===== config.mk =====
export PLATFORM = sky130hd
export DESIGN_NAME = tcp_mss_clamp
export DESIGN_NICKNAME = d
export VERILOG_FILES = /design/src/design/tmc_pkg.sv /design/src/design/tmc_decide.sv /design/src/design/tcp_mss_clamp.sv
export SDC_FILE = /design/constraint.sdc
export NUM_CORES = 1
export LEC_CHECK = 0
export BUFFER_PORTS_ARGS = -buffer_cell sky130_fd_sc_hd__buf_4
export CAP_MARGIN = 20
export CORE_MARGIN = 5
export CORE_UTILIZATION = 55
export DETAILED_ROUTE_END_ITERATION = 10
export GPL_TIMING_DRIVEN = 0
export PLACE_DENSITY = 0.72
export SLEW_MARGIN = 40
export SYNTH_ARGS = -nofsm -noshare
export SYNTH_HDL_FRONTEND = slang
export SYNTH_SLANG_ARGS = --single-unit
export TNS_END_PERCENT = 20

===== constraint.sdc =====
create_clock -name clk -period 24.2 [get_ports clk]
set_clock_uncertainty 0.15 [all_clocks]
set_input_delay 1.21 -clock clk [delete_from_list [all_inputs] [get_ports clk]]
set_output_delay 1.21 -clock clk [all_outputs]
set_load 0.01 [all_outputs]

===== src/design/tmc_pkg.sv =====
`timescale 1ns / 1ps
package tmc_pkg;

  localparam int unsigned DefMaxLen = 4096;

  // Fixed field widths
  localparam int unsigned CursorW = 9;   // option cursor never passes 374
  localparam int unsigned OffW    = 12;

  localparam logic [15:0] FragOffMask  = 16'h1FFF;
  localparam logic [15:0] FragRsvMask  = 16'h80FF;
  localparam logic [16:0] ClampMargin  = 17'd50;
  localparam logic [7:0]  ProtoTcp     = 8'd6;
  localparam logic [3:0]  VersionIpv4  = 4'd4;
  localparam logic [7:0]  OptKindEnd   = 8'd0;
  localparam logic [7:0]  OptKindNop   = 8'd1;
  localparam logic [7:0]  OptKindMss   = 8'd2;
  localparam logic [7:0]  OptLenMss    = 8'd4;

  typedef enum logic [1:0] {
    OPT_WALKING = 2'd0,
    OPT_END     = 2'd1,
    OPT_MSS     = 2'd2,
    OPT_BAD     = 2'd3
  } opt_outcome_t;

  typedef enum logic [1:0] {
    PH_KIND    = 2'd0,
    PH_MSS_LEN = 2'd1,
    PH_OPT_LEN = 2'd2
  } opt_phase_t;

  typedef enum logic [1:0] {
    ST_UNCHANGED = 2'd0,
    ST_CLAMPED   = 2'd1,
    ST_MALFORMED = 2'd2
  } clamp_status_t;

  // Packet summary handed from the parser to the decision logic
  typedef struct packed {
    logic [3:0]   ihl;
    logic [3:0]   version;
    logic [7:0]   protocol;
    logic [15:0]  total_len;
    logic [15:0]  frag;
    logic [3:0]   doff;
    logic         syn;
    logic [31:0]  acc;
    logic [7:0]   hold;
    opt_outcome_t outcome;
    logic [OffW-1:0] mss_off;
    logic [15:0]  mss_val;
  } pkt_sum_t;

  typedef struct packed {
    logic [15:0]     new_checksum;
    logic [OffW-1:0] checksum_offset;
    logic [15:0]     new_mss;
    logic [OffW-1:0] mss_offset;
    clamp_status_t   status;
  } patch_t;

endpackage


===== src/design/tmc_decide.sv =====
`timescale 1ns / 1ps
module tmc_decide
  import tmc_pkg::*;
#(
  parameter int unsigned MAX_LEN = DefMaxLen,
  parameter int unsigned PW      = $clog2(MAX_LEN + 2)
) (
  input  logic [15:0]   limit_base,
  input  logic [PW-1:0] len,
  input  pkt_sum_t      sum,
  output patch_t        patch
);

  localparam logic [PW-1:0] MaxLenP = PW'(MAX_LEN);
  localparam logic [PW-1:0] MinLenP = PW'(20);

  logic [16:0] hdr, tl, tcp_len, limit, doff4;
  logic [16:0] len_x;
  logic [15:0] nm;
  logic [31:0] s;
  logic [16:0] f1;
  logic [16:0] f2;
  logic [15:0] ck;
  clamp_status_t st;

  always_comb begin
    hdr     = {11'd0, sum.ihl, 2'b00};
    tl      = {1'b0, sum.total_len};
    tcp_len = tl - hdr;
    doff4   = {11'd0, sum.doff, 2'b00};
    len_x   = 17'(len);
    limit   = {1'b0, limit_base} - ClampMargin;

    // Clamp: a negative limit is below every MSS
    nm = sum.mss_val;
    if (limit[16] || ({1'b0, sum.mss_val} > limit)) begin
      nm = limit[15:0];
    end

    // Checksum over accumulated words, patched MSS, length and protocol
    s = sum.acc;
    if (tcp_len[0]) begin
      s = s + {16'd0, sum.hold, 8'd0};
    end
    if (!sum.mss_off[0]) begin
      s = s + {16'd0, nm};
    end else begin
      s = s + {16'd0, nm[7:0], nm[15:8]};
    end
    s  = s + 32'd6 + {15'd0, tcp_len};
    f1 = {1'b0, s[15:0]} + {1'b0, s[31:16]};
    f2 = {1'b0, f1[15:0]} + {16'd0, f1[16]};
    ck = ~f2[15:0];

    // Decision chain, first match wins
    priority if (len > MaxLenP) begin
      st = ST_MALFORMED;
    end else if (limit_base == 16'd0) begin
      st = ST_UNCHANGED;
    end else if (len < MinLenP) begin
      st = ST_MALFORMED;
    end else if (sum.version != VersionIpv4 || sum.protocol != ProtoTcp) begin
      st = ST_UNCHANGED;
    end else if (len_x < hdr || len_x < tl || hdr > tl) begin
      st = ST_MALFORMED;
    end else if ((sum.frag & FragOffMask) != 16'd0 || (sum.frag & FragRsvMask) != 16'd0) begin
      st = ST_UNCHANGED;
    end else if (tcp_len < 17'd20) begin
      st = ST_MALFORMED;
    end else if (!sum.syn) begin
      st = ST_UNCHANGED;
    end else if (tcp_len < doff4) begin
      st = ST_MALFORMED;
    end else if (sum.outcome == OPT_BAD) begin
      st = ST_MALFORMED;
    end else if (sum.outcome != OPT_MSS) begin
      st = ST_UNCHANGED;
    end else begin
      st = ST_CLAMPED;
    end

    patch.status          = st;
    patch.checksum_offset = OffW'({sum.ihl, 2'b00}) + OffW'(16);
    patch.mss_offset      = (st == ST_CLAMPED) ? sum.mss_off : '0;
    patch.new_mss         = (st == ST_CLAMPED) ? nm : 16'd0;
    patch.new_checksum    = (st == ST_CLAMPED) ? ck : 16'd0;
  end

endmodule


===== src/design/tcp_mss_clamp.sv =====
`timescale 1ns / 1ps
// TCP MSS clamp for IPv4 packets streamed one byte per transfer.
// Slave side: s_tdata carries one packet byte, s_tlast marks the final byte.
// Master side: one patch transfer per packet, issued after the final byte;
// it gives the status (unchanged, clamped, malformed), where to write the
// new MSS and checksum, and their values. The packet itself is not modified.
// cfg_wr_en/cfg_wr_data write the path size base; zero disables clamping
// and the MSS is clamped to the base minus 50. Write it only while idle.
// Throughput: one byte per cycle while s_tready is high. Header fields, the
// option walk and the checksum sum advance on each accepted byte in a single
// register stage. Accepting the final byte loads the packet summary register,
// and the summary moves on to the patch register unless the receiver stalls;
// m_tvalid is set when the patch register is loaded.
// Reset clears all packet state and the base register, and drops any
// pending patch. When the receiver stalls, one further packet can finish
// into the summary register; s_tready falls only when both are full.
module tcp_mss_clamp
  import tmc_pkg::*;
#(
  parameter int unsigned MAX_LEN = DefMaxLen
) (
  input  logic        clk,
  input  logic        rst,
  input  logic        cfg_wr_en,
  input  logic [15:0] cfg_wr_data,
  input  logic        s_tvalid,
  output logic        s_tready,
  input  logic [7:0]  s_tdata,   // [7:0] pkt_byte
  input  logic        s_tlast,   // pkt_last
  output logic        m_tvalid,
  input  logic        m_tready,
  // [1:0] clamp_status, [13:2] mss_offset, [29:14] new_mss,
  // [41:30] checksum_offset, [57:42] new_checksum, [63:58] zero
  output logic [63:0] m_tdata
);

  localparam int unsigned PW = $clog2(MAX_LEN + 2);
  localparam int unsigned XW = (PW > 10) ? PW : 10;
  localparam logic [PW-1:0] MaxLenP = PW'(MAX_LEN);

  logic [15:0] limit_base;

  // Parse state
  logic [PW-1:0]      pos, pos_next;
  pkt_sum_t           st, st_next;
  logic [CursorW-1:0] cursor, cursor_next;
  opt_phase_t         phase, phase_next;

  logic [PW-1:0] len_snap;
  pkt_sum_t      sum_snap;
  logic          snap_valid;
  patch_t        patch, patch_q;
  logic          stall;
  logic          accept;

  assign stall    = m_tvalid && !m_tready;
  assign s_tready = !snap_valid || !stall;
  assign accept   = s_tvalid && s_tready;

  // Per-byte parsing and checksum
  logic [XW-1:0] p, hdr, opt_end, c, off;
  logic [7:0]    b, v;
  logic          take;

  always_comb begin
    st_next     = st;
    cursor_next = cursor;
    phase_next  = phase;
    pos_next    = pos;
    b           = s_tdata;
    v           = s_tdata;
    p           = XW'(pos);
    take        = pos < MaxLenP;
    hdr         = '0;
    opt_end     = '0;
    c           = '0;
    off         = '0;

    if (take) begin
      unique case (pos)
        PW'(0): begin
          st_next.ihl     = b[3:0];
          st_next.version = b[7:4];
        end
        PW'(2): st_next.total_len[15:8] = b;
        PW'(3): st_next.total_len[7:0]  = b;
        PW'(6): st_next.frag[15:8]      = b;
        PW'(7): st_next.frag[7:0]       = b;
        PW'(9): st_next.protocol        = b;
        default: ;
      endcase
      if (p >= XW'(12) && p <= XW'(19)) begin
        st_next.acc = st_next.acc + (p[0] ? {24'd0, b} : {16'd0, b, 8'd0});
      end
      hdr = XW'({st_next.ihl, 2'b00});
      if (pos == PW'(0)) begin
        cursor_next = CursorW'(hdr + XW'(20));
        phase_next  = PH_KIND;
      end
      if (p >= hdr) begin
        off = p - hdr;
        if (off == XW'(12)) st_next.doff = b[7:4];
        if (off == XW'(13)) st_next.syn  = b[1];

        // Option walk
        opt_end = hdr + XW'({st_next.doff, 2'b00});
        c       = XW'(cursor_next);
        if (st.outcome == OPT_WALKING) begin
          if (phase_next == PH_KIND) begin
            if (p == c && c < opt_end) begin
              priority if (b == OptKindEnd) begin
                st_next.outcome = OPT_END;
              end else if (b == OptKindNop) begin
                cursor_next = cursor_next + CursorW'(1);
              end else if (c + XW'(1) >= opt_end) begin
                st_next.outcome = OPT_BAD;
              end else begin
                phase_next = (b == OptKindMss) ? PH_MSS_LEN : PH_OPT_LEN;
              end
            end
          end else if (p == c + XW'(1)) begin
            if (phase_next == PH_MSS_LEN) begin
              if (b != OptLenMss || c + XW'(3) >= opt_end) begin
                st_next.outcome = OPT_BAD;
              end else begin
                st_next.outcome = OPT_MSS;
                st_next.mss_off = OffW'(c + XW'(2));
              end
            end else if (b <= 8'd1) begin
              st_next.outcome = OPT_BAD;
            end else begin
              cursor_next = cursor_next + CursorW'(b);
              phase_next  = PH_KIND;
            end
          end
        end

        // Segment sum; checksum and MSS bytes count as zero
        if (off < XW'(20) || 17'(p) < {1'b0, st_next.total_len}) begin
          if (off == XW'(16) || off == XW'(17)) v = 8'd0;
          if (st.outcome == OPT_MSS) begin
            if (p == XW'(st.mss_off)) begin
              st_next.mss_val[15:8] = b;
              v = 8'd0;
            end else if (p == XW'(st.mss_off) + XW'(1)) begin
              st_next.mss_val[7:0] = b;
              v = 8'd0;
            end
          end
          if (!off[0]) begin
            st_next.hold = v;
          end else begin
            st_next.acc = st_next.acc + {16'd0, st.hold, v};
          end
        end
      end
    end
    if (pos <= MaxLenP) pos_next = pos + PW'(1);
  end

  // Advance parse state; clear it after the final byte
  always_ff @(posedge clk) begin
    if (rst || (accept && s_tlast)) begin
      pos    <= '0;
      st     <= '0;
      cursor <= '0;
      phase  <= PH_KIND;
    end else if (accept) begin
      pos    <= pos_next;
      st     <= st_next;
      cursor <= cursor_next;
      phase  <= phase_next;
    end
  end

  // Hold the base register
  always_ff @(posedge clk) begin
    if (rst) begin
      limit_base <= 16'd0;
    end else if (cfg_wr_en) begin
      limit_base <= cfg_wr_data;
    end
  end

  // Capture the packet summary on the final byte
  always_ff @(posedge clk) begin
    if (rst) begin
      snap_valid <= 1'b0;
    end else if (s_tready) begin
      snap_valid <= accept && s_tlast;
    end
  end

  always_ff @(posedge clk) begin
    if (s_tready && accept && s_tlast) begin
      len_snap <= pos_next;
      sum_snap <= st_next;
    end
  end

  tmc_decide #(
    .MAX_LEN (MAX_LEN),
    .PW      (PW)
  ) u_decide (
    .limit_base (limit_base),
    .len        (len_snap),
    .sum        (sum_snap),
    .patch      (patch)
  );

  // Patch register; advance unless the receiver stalls
  always_ff @(posedge clk) begin
    if (rst) begin
      m_tvalid <= 1'b0;
    end else if (!stall) begin
      m_tvalid <= snap_valid;
    end
  end

  always_ff @(posedge clk) begin
    if (!stall && snap_valid) begin
      patch_q <= patch;
    end
  end

  assign m_tdata = {6'd0, patch_q};

  // Checks
  a_ready_only_full: assert property (@(posedge clk) disable iff (rst)
    !s_tready |-> (snap_valid && m_tvalid))
    else $error("input stalled while pipeline has room");

  a_status_legal: assert property (@(posedge clk) disable iff (rst)
    m_tvalid |-> (m_tdata[1:0] != 2'd3))
    else $error("illegal patch status");

  a_unpatched_zero: assert property (@(posedge clk) disable iff (rst)
    (m_tvalid && m_tdata[1:0] != 2'd1) |-> (m_tdata[57:42] == 16'd0 && m_tdata[29:14] == 16'd0))
    else $error("patch values set without clamping");

  a_snap_to_out: assert property (@(posedge clk) disable iff (rst)
    (snap_valid && !stall) |=> m_tvalid)
    else $error("packet summary lost");

endmodule


Yosys cells after proc, flatten, opt, wreduce, memory -nomap -nowiden
Index checks and enable logic that the tools add are counted.
{"block": "totals", "reg_bits": 359, "in_bits": 30}
{"block": "classes", "n_addsub": 22, "order_cmp": 19, "eq_ne": 23, "muxes": 85, "bitwise": 1, "n_reduce_logical": 29}
{"operator": "32-bit by 16-bit adder with 32-bit output", "n": 5}
{"operator": "32-bit 2-to-1 mux", "n": 5}
{"operator": "8-bit 2-to-1 mux", "n": 20}
{"operator": "123-bit 2-to-1 mux", "n": 1}
{"operator": "9-bit 2-to-1 mux", "n": 11}
{"operator": "75-bit 2-to-1 mux", "n": 1}
{"operator": "16-bit 2-to-1 mux", "n": 4}
{"operator": "2-bit 2-to-1 mux", "n": 30}
{"operator": "40-bit 2-to-1 mux", "n": 1}
{"operator": "13-bit by 4-bit == test with 1-bit output (second input constant)", "n": 3}
{"operator": "12-bit 2-to-1 mux", "n": 3}
{"operator": "32-bit by 17-bit adder with 32-bit output", "n": 1}
{"operator": "32-bit by 3-bit adder with 32-bit output (second input constant)", "n": 1}
{"operator": "13-bit by 16-bit < comparator with 1-bit output", "n": 2}
{"operator": "16-bit nonzero test", "n": 2}
{"operator": "14-bit 2-to-1 mux", "n": 2}
{"operator": "13-bit by 2-bit == test with 1-bit output (second input constant)", "n": 2}
{"operator": "13-bit by 3-bit == test with 1-bit output (second input constant)", "n": 2}
{"operator": "13-bit by 5-bit == test with 1-bit output (second input constant)", "n": 2}
{"operator": "13-bit by 5-bit < comparator with 1-bit output (second input constant)", "n": 2}
{"operator": "9-bit by 2-bit adder with 10-bit output (second input constant)", "n": 2}
{"operator": "16-bit by 16-bit adder with 17-bit output", "n": 1}
{"operator": "16-bit by 17-bit greater-than comparator with 1-bit output", "n": 1}
{"operator": "17-bit by 5-bit < comparator with 1-bit output (second input constant)", "n": 1}
{"operator": "47 further kinds", "n": 74}

Depth between registers and ports, before layout
Gate-level depths: netlist of run 1.
{"block": "logic_depth", "depth_word": 18, "depth_mapped": 54, "ltp_nobuf": 53}

Cells and area by module
From an unflattened synthesis of run 1, not the netlist that was laid out.
{"block": "hier_totals", "cells_unflattened": 3031, "area_unflattened_um2": 26878.3}
{"mod": "tcp_mss_clamp", "instances": 1, "cells_per_inst": 2057, "area_per_inst_um2": 19726.4, "seq_area_each_um2": 9128.8}
{"mod": "tmc_decide", "instances": 1, "cells_per_inst": 974, "area_per_inst_um2": 7151.9, "seq_area_each_um2": 0.0}

Least setup slack after synthesis of run 1
No wires, ideal clock.
{"block": "synth_timing", "kind": "register -> register", "start": "register limit_base[1]", "end": "register patch_q, in the netlist m_tdata[57] (data pin)", "t_arrival_ns": 9.921, "required_time_ns": 23.784, "path_slack_ns": 13.863, "stages_incl_launch_ff": 52, "path_buffers": 0, "path_cell_list": "dfxtp_1 > inv_1 > ha_1 > nor2b_1 > o211ai_1 > xor2_1 > ha_1 > and4_1 > nand2_1 > nor4_1 > nand3_1 > nand2_1 > o21ai_1 > nor2_1 > mux2_2 > mux2i_1 > ha_1 > o21a_1 > [... 16 more ...] > nor3_1 > xnor2_1 > ha_1 > and3_1 > nand3_1 > a311oi_1 > o21ai_0 > nand2b_1 > a21o_1 > a21o_1 > ha_1 > and3_1 > and4_1 > nand3_1 > or3_1 > nor4_1 > xnor2_1 > nor2_1"}
{"block": "synth_via", "elab_chain_cells": 11, "elab_cells_between_ends": 16, "classes_between": "add/sub (7); order compare (1); eq/ne (1); mux (4); bitwise (1); reduce/logical (2)"}
{"element": "start: declaration", "line_no": "tcp_mss_clamp.sv:41", "text": "logic [15:0] limit_base;"}
{"element": "start signal: assignment", "line_no": "tcp_mss_clamp.sv:181", "text": "limit_base <= cfg_wr_data;"}
{"element": "16-bit by 6-bit subtractor with 17-bit output", "line_no": "tmc_decide.sv:32", "text": "limit = {1'b0, limit_base} - ClampMargin;"}
{"element": "16-bit by 17-bit greater-than comparator with 1-bit output", "line_no": "tmc_decide.sv:36", "text": "if (limit[16] || ({1'b0, sum.mss_val} > limit)) begin"}
{"element": "1-bit logical OR", "line_no": "tmc_decide.sv:36"}
{"element": "16-bit 2-to-1 mux", "line_no": "tmc_decide.sv:36"}
{"element": "32-bit by 16-bit adder with 32-bit output, on equally long branches", "line_no": "tmc_decide.sv:46, tmc_decide.sv:48"}
{"element": "32-bit 2-to-1 mux", "line_no": "tmc_decide.sv:45", "text": "if (!sum.mss_off[0]) begin"}
{"element": "32-bit by 3-bit adder with 32-bit output", "line_no": "tmc_decide.sv:50", "text": "s = s + 32'd6 + {15'd0, tcp_len};"}
{"element": "32-bit by 17-bit adder with 32-bit output", "line_no": "tmc_decide.sv:50"}
{"element": "16-bit by 16-bit adder with 17-bit output", "line_no": "tmc_decide.sv:51", "text": "f1 = {1'b0, s[15:0]} + {1'b0, s[31:16]};"}
{"element": "16-bit by 1-bit adder with 16-bit output", "line_no": "tmc_decide.sv:52", "text": "f2 = {1'b0, f1[15:0]} + {16'd0, f1[16]};"}
{"element": "16-bit inverter", "line_no": "tmc_decide.sv:53", "text": "ck = ~f2[15:0];"}
{"element": "end signal: assignment", "line_no": "tcp_mss_clamp.sv:222", "text": "patch_q <= patch;"}
{"element": "end: declaration", "line_no": "tcp_mss_clamp.sv:52", "text": "patch_t patch, patch_q;"}
Several ways; a longest one is shown, not always the timed one.
A chain may end at the register's enable or synchronous reset.

Worst setup path after layout of run 1
Ends and elaborated chain as after synthesis.

==> flow_metrics.py, run 1 <==
metrics = {
    "routing": {
        "met2WireLength_um": 34200,
        "via_per_inst": 6.09,
        "via_count": 22100,
        "m1WireLength_um": 33400,
        "wl_per_cell_um": 21.4,
        "drt_first_pass_iters": 5,
        "drcViolationCount": 0,
        "wirelength_um": 77800,
        "wl_met3_um": 6670,
        "top_layer": "met5",
        "drt_iter0_drc": 2174,
        "ant_nets": 0,
    },
    "placed_design": {
        "dp_hpwl_um": 60400,
        "port_buffers": 81,
        "routabilityCongestion": 0.999,
        "place_inst": 3556,
    },
    "synthesis": {
        "synthArstFlopShare_pct": 0,
        "synth_cell_types": 90,
        "ys_seq_area_share_pct": 34.8,
        "synth_most_common_cell": "nor2_1",
        "avgSynthCellArea_um2": 8.88,
        "synth_ff_type": "edfxtp_1",
        "syn_area_um2": 25400,
        "yosysWarnings": 0,
        "syn-instance-count": 2858,
        "synth_top_area_share_pct": 21.9,
        "ys_top_cells_by_count": "nor2_1, nand2_1, ha_1, edfxtp_1, a21oi_1",
        "ys_top_cells_by_area": "edfxtp_1, dfxtp_1, ha_1",
        "ys_ff_latch": 348,
        "synth_top_area_cell": "edfxtp_1",
        "synth-edff-count": 185,
    },
    "sta": {
        "timing.slew.headroom_pct": 37.0,
        "hold_ws_ns": 0.304,
        "rsz0062_at_grt": "false",
        "drv_slew": 0,
        "final_hold_viol_count": 0,
        "tns_ns": 0,
        "period_minus_slack_ns": 12.44,
        "fmax_ghz": 0.0804,
        "setup_viol": 0,
        "worst_pin_slew_ns": 0.945,
        "period_share_pct": 51.4,
    },
    "clocking": {
        "clock-sinks": 348,
        "cts.htree.levels": 2,
        "cts_resized": 0,
        "cts-buffers-inserted": 40,
        "postCtsSetupBuffers": 0,
        "postCtsHoldBufs": 0,
        "clk_pin_slew_ns": 0.06,
        "worst_skew_pair.late_latency_ns": 0.59,
        "cts_tree": "done",
        "cts_buffer_depth": 3,
        "cts_root_buf": "clkbuf_16",
    },
    "layout": {
        "nNetsFinal": 3239,
        "utilization_pct": 62.4,
        "fillCellCount": 3944,
        "synthToLayoutAreaGrowth_pct": 11.8,
        "stdcell_count": 3633,
        "drive_gt1_share_pct": 10.6,
    },
    "grt": {
        "overflow": 0,
        "grt_pass1_wl_um": 121000,
        "grt_pass1_vias": 21200,
        "grt.total_usage_pct": 30.1,
        "antenna_found_initial": 3,
        "grt_max_degree": 88,
    },
    "setup_path": {
        "regToRegSetupSlack_ns": 11.76,
        "reg2regPathDepth": 51,
        "slowest_stage": "mux2i_1",
        "r2r_start": "limit_base[1]$_SDFFE_PP0P_",
        "required_ns": 24.36,
        "cpPeakStageDelay_ns": 0.67,
        "crit_path_start": "limit_base[1]$_SDFFE_PP0P_",
        "cpMostUsedCell": "ha_1",
        "cp.arrival_ns": 12.60,
        "cp-end-kind": "register",
        "crit_fanout": 5,
        "rr_endpoint": "m_tdata[57]$_SDFFCE_PP0P_",
        "crit_path_end": "m_tdata[57]$_SDFFCE_PP0P_",
        "critPathKind": "reg -> reg",
        "worstSetupStartpointType": "register",
    },
    "die": {
        "io-pin-count": 96,
        "die_area_um2": 50500,
        "start_util_pct": 55.8,
        "core_area_um2": 45500,
        "die_h_um": 225,
        "die_w_um": 225,
        "rows": 78,
    },
    "hold_path": {
        "hold_path.class": "reg -> reg",
    },
    "power_and_ir_drop": {
        "max-vdd-ir-drop_mv": 0.116,
        "power.internal_w": 0.00153,
        "power_frac_seq_pct": 26.2,
        "p_comb_share_pct": 47.5,
        "power_leakage_nw": 11.6,
        "clkPwrFrac_pct": 26.3,
        "p_sw_w": 0.000983,
        "p_sw_share_pct": 39.1,
        "powerDensity_nw_per_um2": 88.7,
    },
    "outcome": {
        "outcome": "complete, no violations",
    },
    "run": {
        "drv_cap": 0,
    },
}
## worst max-delay path, delay by kind of cell, from the launching register on
kind            cells  cell delay (ns)
xor+xnor            4             0.58
flops               1             0.34
compound gates     13             2.98
mux                 2             0.85
simple gates       26             5.42
fa+ha+maj           6             1.84
## cell usage in the layout (no fill, tap or decap), drive strengths merged, types with 24 or more instances in the layout
master / synthesis / layout
o21a: 33 / 33
nor3: 96 / 96
mux2i: 83 / 83
a21oi: 166 / 166
nand3: 74 / 74
dfxtp: 163 / 163
edfxtp: 185 / 185
o31ai: 25 / 25
or3: 24 / 24
clkbuf: 99 / 144
mux2: 81 / 81
inv: 108 / 113
and2: 42 / 42
xnor2: 157 / 157
buf: 37 / 123
xor2: 96 / 96
nor2: 327 / 327
nand2: 268 / 268
nand4: 37 / 37
ha: 201 / 201
a211oi: 44 / 44
nor4: 38 / 38
nand2b: 29 / 29
o21ai: 137 / 137
a21o: 40 / 40
## per-stage QoR
step / total power, W / setup slack (ns) / area, um2
floorplan: 0.00159 / 13.86 / 25400
detailed placement: 0.00184 / 11.85 / 26900
CTS: 0.00251 / 11.79 / 28400
global route: 0.00268 / 10.61 / 28400
global placement: 0.00182 / 12.01 / 26800
finish: 0.00252 / 11.76 / 28400
## routing by layer
layer  global-route usage, %  vias up
met4                    12.8        2
met5                       0        -
li1                        -    10600
met1                    41.3    10500
met3                    5.25      177
met2                    47.2      924
## area by class of cell
class,instances,area [um2],share of cell area [%]
clock buffer,45,1040,3.66
sequential,348,8820,31.1
tap,600,751,2.65
multi-input combinational,2273,15600,55.1
inverter,113,432,1.52
timing repair buffer,86,694,2.45
antenna,3,7.51,0.0265
buffer,136,603,2.13
clock inverter,29,407,1.43
## flip-flops by register name, indices dropped and copies added (netlist names)
| name | cells |
|---|---|
| phase | 2 |
| snap_valid | 1 |
| m_tvalid | 1 |
| st | 121 |
| m_tdata | 51 |
| limit_base | 16 |
| sum_snap | 121 |
| len_snap | 13 |
| p | 13 |
| cursor | 9 |
## power groups by stage
stage	registers [W]	clock network [W]	logic [W]
after detailed placement	0.000671	0	0.00117
after floorplan	0.000668	0	0.000922
after CTS	0.000659	0.000668	0.00118
final	0.000659	0.000662	0.00120
after global routing	0.000661	0.000696	0.00133
after global placement	0.000672	0	0.00114
## cell families (layout without fill, tap and decap cells)
family / Yosys count / count (layout) / share of synthesized area (%)
flip-flops: 348 / 348 / 34.8
multiplexers: 164 / 164 / 6.95
AO/OA/AOI/OAI: 579 / 579 / 14.7
buffers and inverters: 249 / 409 / 4.01
XOR/XNOR: 253 / 253 / 8.73
AND/OR/NAND/NOR: 1052 / 1052 / 20.0
other: 1 / 16 / 0.0148
adder cells (fa/ha/maj): 212 / 212 / 10.7
## worst min-delay path by stage
stage                                 start  slack [ns]  cells after the start               endpoint
detailed placement      st[86]$_SDFFE_PP0P_        0.30                      2    st[86]$_SDFFE_PP0P_
global route             st[3]$_SDFFE_PP0P_        0.32                      2     st[3]$_SDFFE_PP0P_
CTS                     st[82]$_SDFFE_PP0P_        0.31                      2    st[82]$_SDFFE_PP0P_
finish                  st[82]$_SDFFE_PP0P_        0.30                      2    st[82]$_SDFFE_PP0P_
global placement         st[2]$_SDFFE_PP0P_        0.29                      2     st[2]$_SDFFE_PP0P_
floorplan           sum_snap[120]$_DFFE_PP_        0.28                      0  m_tdata[33]$_DFFE_PP_
No activity file was read; power rests on OpenSTA's default activity.
==> inputs of run 2 (changes only) <==
==> constraint.sdc (replaced) <==
create_clock -name clk -period 12.4 [get_ports clk]
set_clock_uncertainty 0.15 [all_clocks]
set_input_delay 0.62 -clock clk [delete_from_list [all_inputs] [get_ports clk]]
set_output_delay 0.62 -clock clk [all_outputs]
set_load 0.01 [all_outputs]
==> run 2 against run 1 <==
  * Non-clock buffer count increased by 1
  * Die area is the same
  * Worst setup slack lost 11 ns
  * Global-route usage about the same
  * Final cell count did not move
  * Highest routed layer unchanged
  * Largest cell class unchanged
  * Via count is 0.43% higher
  * Sequential power grew 96%
  * Utilization rose by 0.39 points
==> flow_metrics.py, run 2 (same netlist as run 1, synthesis figures left out) <==
metrics = {
    "outcome": {
        "outcome": "complete, no violations",
    },
    "setup_path": {
        "slowest_stage": "or3b_2",
        "cpPeakStageDelay_ns": 0.51,
        "critPathKind": "reg -> reg",
        "cp-end-kind": "register",
        "required_ns": 12.57,
        "cpMostUsedCell": "ha_1",
        "worstSetupStartpointType": "register",
        "crit_fanout": 10,
        "cp.arrival_ns": 11.82,
        "reg2regPathDepth": 50,
    },
    "power_and_ir_drop": {
        "p_sw_share_pct": 39.5,
        "power.internal_w": 0.00301,
        "powerDensity_nw_per_um2": 174,
        "power_frac_seq_pct": 25.9,
        "p_sw_w": 0.00196,
        "power.total_w": 0.00497,
        "clkPwrFrac_pct": 26.0,
        "power_leakage_nw": 11.6,
        "max-vdd-ir-drop_mv": 0.236,
        "p_comb_share_pct": 48.2,
    },
    "layout": {
        "finalInstanceArea_um2": 28600,
        "synthToLayoutAreaGrowth_pct": 12.5,
        "stdcell_count": 3633,
        "final-seq-area_um2": 8820,
        "drive_gt1_share_pct": 11.4,
        "utilization_pct": 62.8,
        "final_common_cell": "nor2_1",
        "nNetsFinal": 3240,
        "fillCellCount": 3920,
        "multi_input_area_um2": 15800,
        "final_cell_mix": "nor2_1, nand2_1, ha_1",
    },
    "clocking": {
        "clk_pin_slew_ns": 0.06,
        "cts-buffers-inserted": 40,
        "cts_buffer_depth": 3,
        "cts_tree": "done",
        "worst_skew_pair.late_latency_ns": 0.59,
        "clock-sinks": 348,
        "cts_root_buf": "clkbuf_16",
        "cts.htree.levels": 2,
        "postCtsHoldBufs": 0,
    },
    "run": {
        "drv_cap": 0,
    },
    "sta": {
        "timing.slew.headroom_pct": 37.3,
        "drv_slew": 0,
        "period_minus_slack_ns": 11.66,
        "tns_ns": 0,
        "worst_pin_slew_ns": 0.940,
        "setup_viol": 0,
        "period_share_pct": 94.0,
        "fmax_ghz": 0.0858,
        "final_hold_viol_count": 0,
        "rsz0062_at_grt": "false",
    },
    "routing": {
        "ant_nets": 0,
        "drcViolationCount": 0,
        "via_per_inst": 6.12,
        "drt_first_pass_iters": 6,
        "drt_iter0_drc": 2223,
        "wirelength_um": 78500,
        "wl_per_cell_um": 21.6,
        "via_count": 22200,
    },
    "die": {
        "die_h_um": 225,
        "io-pin-count": 96,
        "core_area_um2": 45500,
        "start_util_pct": 55.8,
        "rows": 78,
        "die_w_um": 225,
        "die_area_um2": 50500,
    },
    "placed_design": {
        "place_inst": 3556,
        "dp_hpwl_um": 60400,
        "port_buffers": 81,
        "routabilityCongestion": 0.999,
        "place_area_um2": 26900,
    },
    "grt": {
        "overflow": 0,
        "grt.total_usage_pct": 30.1,
        "grt_pass1_vias": 21200,
        "grt_max_degree": 88,
        "grt_pass1_wl_um": 121000,
        "antenna_found_initial": 3,
    },
    "hold_path": {
        "whs_path_depth": 3,
        "hold_path.class": "in -> reg",
    },
}
## run 2: cell count changes in the layout (fill, tap and decap cells not counted), moves of 4 or more
cell      previous run  this run
o31ai_1             25        15
o21ai_0            135       127
o31ai_4              0         5
clkbuf_1            95        91
o31ai_2              0         5
o21ai_1              2        10
## run 2: area by class of cell
cell class                      instances  share of cell area (%)
Inverter                              113                    1.51
Timing Repair Buffer                   87                    2.46
Sequential cell                       348                    30.9
Clock inverter                         29                    1.42
Antenna cell                            2                  0.0175
Clock buffer                           45                    3.64
Multi-Input combinational cell       2273                    55.3
Tap cell                              600                    2.63
Buffer                                136                    2.13
## run 2: through the flow
step | setup slack (ns) | hold WS, ns
global placement | 0.206 | 0.287
CTS | 0.113 | 0.103
detailed placement | 0.0524 | 0.295
floorplan | 2.06 | 0.276
global route | 0.0164 | 0.117
finish | 0.744 | 0.116
## run 2: power groups by stage
stage	Sequential [W]	Combinational, W	Clock (W)
final	0.00129	0.00240	0.00129
after global routing	0.00129	0.00265	0.00136
after CTS	0.00129	0.00231	0.00130
after detailed placement	0.00131	0.00229	0
after global placement	0.00131	0.00223	0
after floorplan	0.00130	0.00180	0
## run 2: worst max-delay path, delay by kind of cell (launching register included)
| kind | cells | cell delay, ns |
|---|---|---|
| buffers and inverters | 2 | 0.54 |
| XOR/XNOR | 4 | 0.60 |
| AND/OR/NAND/NOR | 19 | 3.74 |
| flip-flops | 1 | 0.40 |
| multiplexers | 1 | 0.19 |
| adder cells (fa/ha/maj) | 7 | 2.14 |
| AO/OA/AOI/OAI | 17 | 3.62 |
## run 2: path summary, 6_finish.rpt
path	startpoint	end	slack (ns)
min	cfg_wr_data[2]	limit_base[2]$_SDFFE_PP0P_	0.12
max	limit_base[1]$_SDFFE_PP0P_	m_tdata[57]$_SDFFCE_PP0P_	0.74
max reg2reg	limit_base[1]$_SDFFE_PP0P_	m_tdata[57]$_SDFFCE_PP0P_	0.74
min reg2reg	st[86]$_SDFFE_PP0P_	st[86]$_SDFFE_PP0P_	0.30
## run 2: timing repair
action | CTS | global route
resized for setup | 1 | 45
setup endpoints to repair | 1 | 11
hold endpoints to repair | 0 | 0
pin swaps | 0 | 2
buffers inserted | 0 | 1
## run 2: metal layers
layer	GRT usage [%]	share of wire (%)	vias up
met2	47.3	44	970
met3	5.23	8.7	180
met5	0	0.025	-
met4	12.7	4.6	2
met1	41.4	43	10500
li1	-	-	10600
==> inputs of run 3 (changes only) <==
--- a/config.mk
+++ b/config.mk
@@ -11,7 +11,7 @@
 export CORE_UTILIZATION = 55
 export DETAILED_ROUTE_END_ITERATION = 10
 export GPL_TIMING_DRIVEN = 0
-export PLACE_DENSITY = 0.72
+export PLACE_DENSITY = 0.81
 export SLEW_MARGIN = 40
 export SYNTH_ARGS = -nofsm -noshare
 export SYNTH_HDL_FRONTEND = slang
==> constraint.sdc (replaced) <==
create_clock -name clk -period 10.2 [get_ports clk]
set_clock_uncertainty 0.15 [all_clocks]
set_input_delay 0.51 -clock clk [delete_from_list [all_inputs] [get_ports clk]]
set_output_delay 0.51 -clock clk [all_outputs]
set_load 0.01 [all_outputs]
==> run 3 against run 2 <==
  * The flow now finishes with violations (negative setup slack)
  * Count of clock-buffer cells in the layout is 1 lower
  * Final area is 3.7% higher
  * Global-route usage is 0.82 points higher
  * Via count is 3.5% higher
  * First-iteration DRC count is 0.94% higher
  * Worst setup slack worse by 1.3 ns
  * Wire length is 5.6% higher
  * Fmax is 8.2% higher
  * Register-to-register slack worse by 1.3 ns
  * Hold slack worse by 0.098 ns
  * Critical path type unchanged
==> flow_metrics.py, run 3 (same netlist as run 1, synthesis figures left out) <==
metrics = {
    "outcome": {
        "outcome": "complete, but fails checks",
        "violations": "negative setup slack",
    },
    "setup_path": {
        "crit_path_start": "limit_base[1]$_SDFFE_PP0P_",
        "cpMostUsedCell": "ha_1",
        "rr_endpoint": "m_tdata[57]$_SDFFCE_PP0P_",
        "regToRegSetupSlack_ns": -0.58,
        "critPathKind": "reg -> reg",
        "crit_fanout": 5,
        "required_ns": 10.37,
        "slowest_stage": "or3b_4",
        "crit_path_end": "m_tdata[57]$_SDFFCE_PP0P_",
        "worstSetupStartpointType": "register",
        "cp-end-kind": "register",
        "cpPeakStageDelay_ns": 0.41,
        "cp.arrival_ns": 10.94,
        "reg2regPathDepth": 52,
        "r2r_start": "limit_base[1]$_SDFFE_PP0P_",
    },
    "grt": {
        "grt_max_degree": 89,
        "grt_pass1_vias": 21700,
        "grt.total_usage_pct": 31.0,
        "grt_pass1_wl_um": 124000,
        "overflow": 0,
        "antenna_found_initial": 1,
    },
    "power_and_ir_drop": {
        "powerDensity_nw_per_um2": 220,
        "power_leakage_nw": 12.0,
        "p_sw_w": 0.00264,
        "max-vdd-ir-drop_mv": 0.265,
        "p_sw_share_pct": 40.6,
        "clkPwrFrac_pct": 23.1,
        "power.total_w": 0.00651,
        "power.internal_w": 0.00387,
        "p_comb_share_pct": 52.8,
        "power_frac_seq_pct": 24.1,
    },
    "layout": {
        "nNetsFinal": 3293,
        "fillCellCount": 3594,
        "final_common_cell": "nor2_1",
        "synthToLayoutAreaGrowth_pct": 16.7,
        "n_antenna_cell": 0,
        "drive_gt1_share_pct": 15.5,
        "finalInstanceArea_um2": 29600,
        "final_cell_mix": "nor2_1, nand2_1, ha_1",
        "utilization_pct": 65.1,
    },
    "sta": {
        "finalWorstSetupSlack_ns": -0.575,
        "drv_slew": 0,
        "period_share_pct": 106,
        "rsz0062_at_grt": "true",
        "final_hold_viol_count": 0,
        "period_minus_slack_ns": 10.78,
        "fmax_ghz": 0.0928,
        "timing.slew.headroom_pct": 35.3,
        "tns_ns": -2.94,
        "setup_viol": 11,
        "worst_pin_slew_ns": 0.970,
    },
    "die": {
        "rows": 78,
        "die_w_um": 225,
        "start_util_pct": 55.8,
        "die_h_um": 225,
        "io-pin-count": 96,
        "core_area_um2": 45500,
        "die_area_um2": 50500,
    },
    "clocking": {
        "clock-sinks": 348,
        "cts_root_buf": "clkbuf_16",
        "cts_buffer_depth": 3,
        "worst_skew_pair.late_latency_ns": 0.59,
        "cts_tree": "done",
        "postCtsHoldBufs": 0,
        "clk_pin_slew_ns": 0.06,
        "cts-buffers-inserted": 39,
        "cts.htree.levels": 2,
    },
    "routing": {
        "via_per_inst": 6.25,
        "drcViolationCount": 0,
        "ant_nets": 0,
        "drt_iter0_drc": 2244,
        "wirelength_um": 82900,
        "wl_per_cell_um": 22.5,
        "via_count": 23000,
        "drt_first_pass_iters": 6,
    },
    "run": {
        "drv_cap": 0,
    },
    "placed_design": {
        "place_area_um2": 26900,
        "preCtsSetupSlack_ns": -1.78,
        "routabilityCongestion": 1.01,
        "port_buffers": 81,
        "dp_hpwl_um": 61700,
    },
    "hold_path": {
        "hold_path.class": "in -> reg",
    },
}
-- run 3: cell count changes in the layout (fill, tap and decap cells not counted), moves of 8 or more --
cell     change
o21ai_0     -11
mux2i_4      +8
buf_4       +51
mux2i_1      -8
a21oi_1      -9
ha_4         +9
ha_1        -11
-- run 3: critical path, delay by kind of cell, from the launching register on --
family | cells | cell delay (ns)
XOR/XNOR | 4 | 0.63
flip-flops | 1 | 0.39
AO/OA/AOI/OAI | 17 | 3.13
buffers and inverters | 3 | 0.36
AND/OR/NAND/NOR | 19 | 3.40
multiplexers | 2 | 0.44
adder cells (fa/ha/maj) | 7 | 1.96
-- run 3: metal layers --
metal | routed length [um] | vias up | share of wire [%] | track usage [%]
met2 | 37800 | 1179 | 46 | 50.5
met5 | 0 | - | 0 | 0
met1 | 33400 | 10900 | 40 | 40.8
met4 | 4050 | 0 | 4.9 | 12.7
met3 | 7600 | 242 | 9.2 | 5.72
li1 | - | 10700 | - | -
-- run 3: repair_timing --
item | 4_1_cts | 5_1_grt
gates resized for setup | 130 | 59
setup endpoints to repair | 16 | 17
setup buffers | 32 | 20
endpoints found under the hold margin | 0 | 0
pin swaps | 47 | 53
cloned | 2 | 0
-- run 3: cell type report --
| class | instances | area (um2) | share of cell area, % |
|---|---|---|---|
| Timing Repair Buffer | 141 | 1110 | 3.77 |
| Sequential cell | 348 | 8830 | 29.8 |
| Buffer | 136 | 637 | 2.15 |
| Clock buffer | 44 | 1000 | 3.39 |
| Multi-Input combinational cell | 2273 | 16500 | 55.6 |
| Inverter | 113 | 434 | 1.47 |
| Clock inverter | 28 | 370 | 1.25 |
| Tap cell | 600 | 751 | 2.54 |
-- run 3: worst min path at each step --
stage | from | end | slack [ns] | depth (start not counted)
final | cfg_wr_data[2] | limit_base[2]$_SDFFE_PP0P_ | 0.02 | 3
after global routing | cfg_wr_data[10] | limit_base[10]$_SDFFE_PP0P_ | 0.03 | 3
after CTS | cfg_wr_data[2] | limit_base[2]$_SDFFE_PP0P_ | 0.008 | 3
after detailed placement | st[13]$_SDFFE_PP0P_ | st[13]$_SDFFE_PP0P_ | 0.30 | 2
after global placement | st[5]$_SDFFE_PP0P_ | st[5]$_SDFFE_PP0P_ | 0.29 | 2
after floorplan | sum_snap[120]$_DFFE_PP_ | m_tdata[33]$_DFFE_PP_ | 0.28 | 0
-- run 3: metrics by stage --
step                instances  hold WS [ns]
CTS                      3663       0.00773
global route             3683        0.0270
floorplan                2870         0.276
finish                   3683        0.0178
detailed placement       3557         0.297
global placement         3551         0.288
-- run 3: power by group through the flow --
| stage | combinational [W] | sequential, W | clock [W] |
|---|---|---|---|
| finish | 0.00344 | 0.00157 | 0.00150 |
| global route | 0.00372 | 0.00157 | 0.00157 |
| CTS | 0.00315 | 0.00156 | 0.00151 |
| detailed placement | 0.00280 | 0.00159 | 0 |
| global placement | 0.00272 | 0.00159 | 0 |
| floorplan | 0.00219 | 0.00158 | 0 |
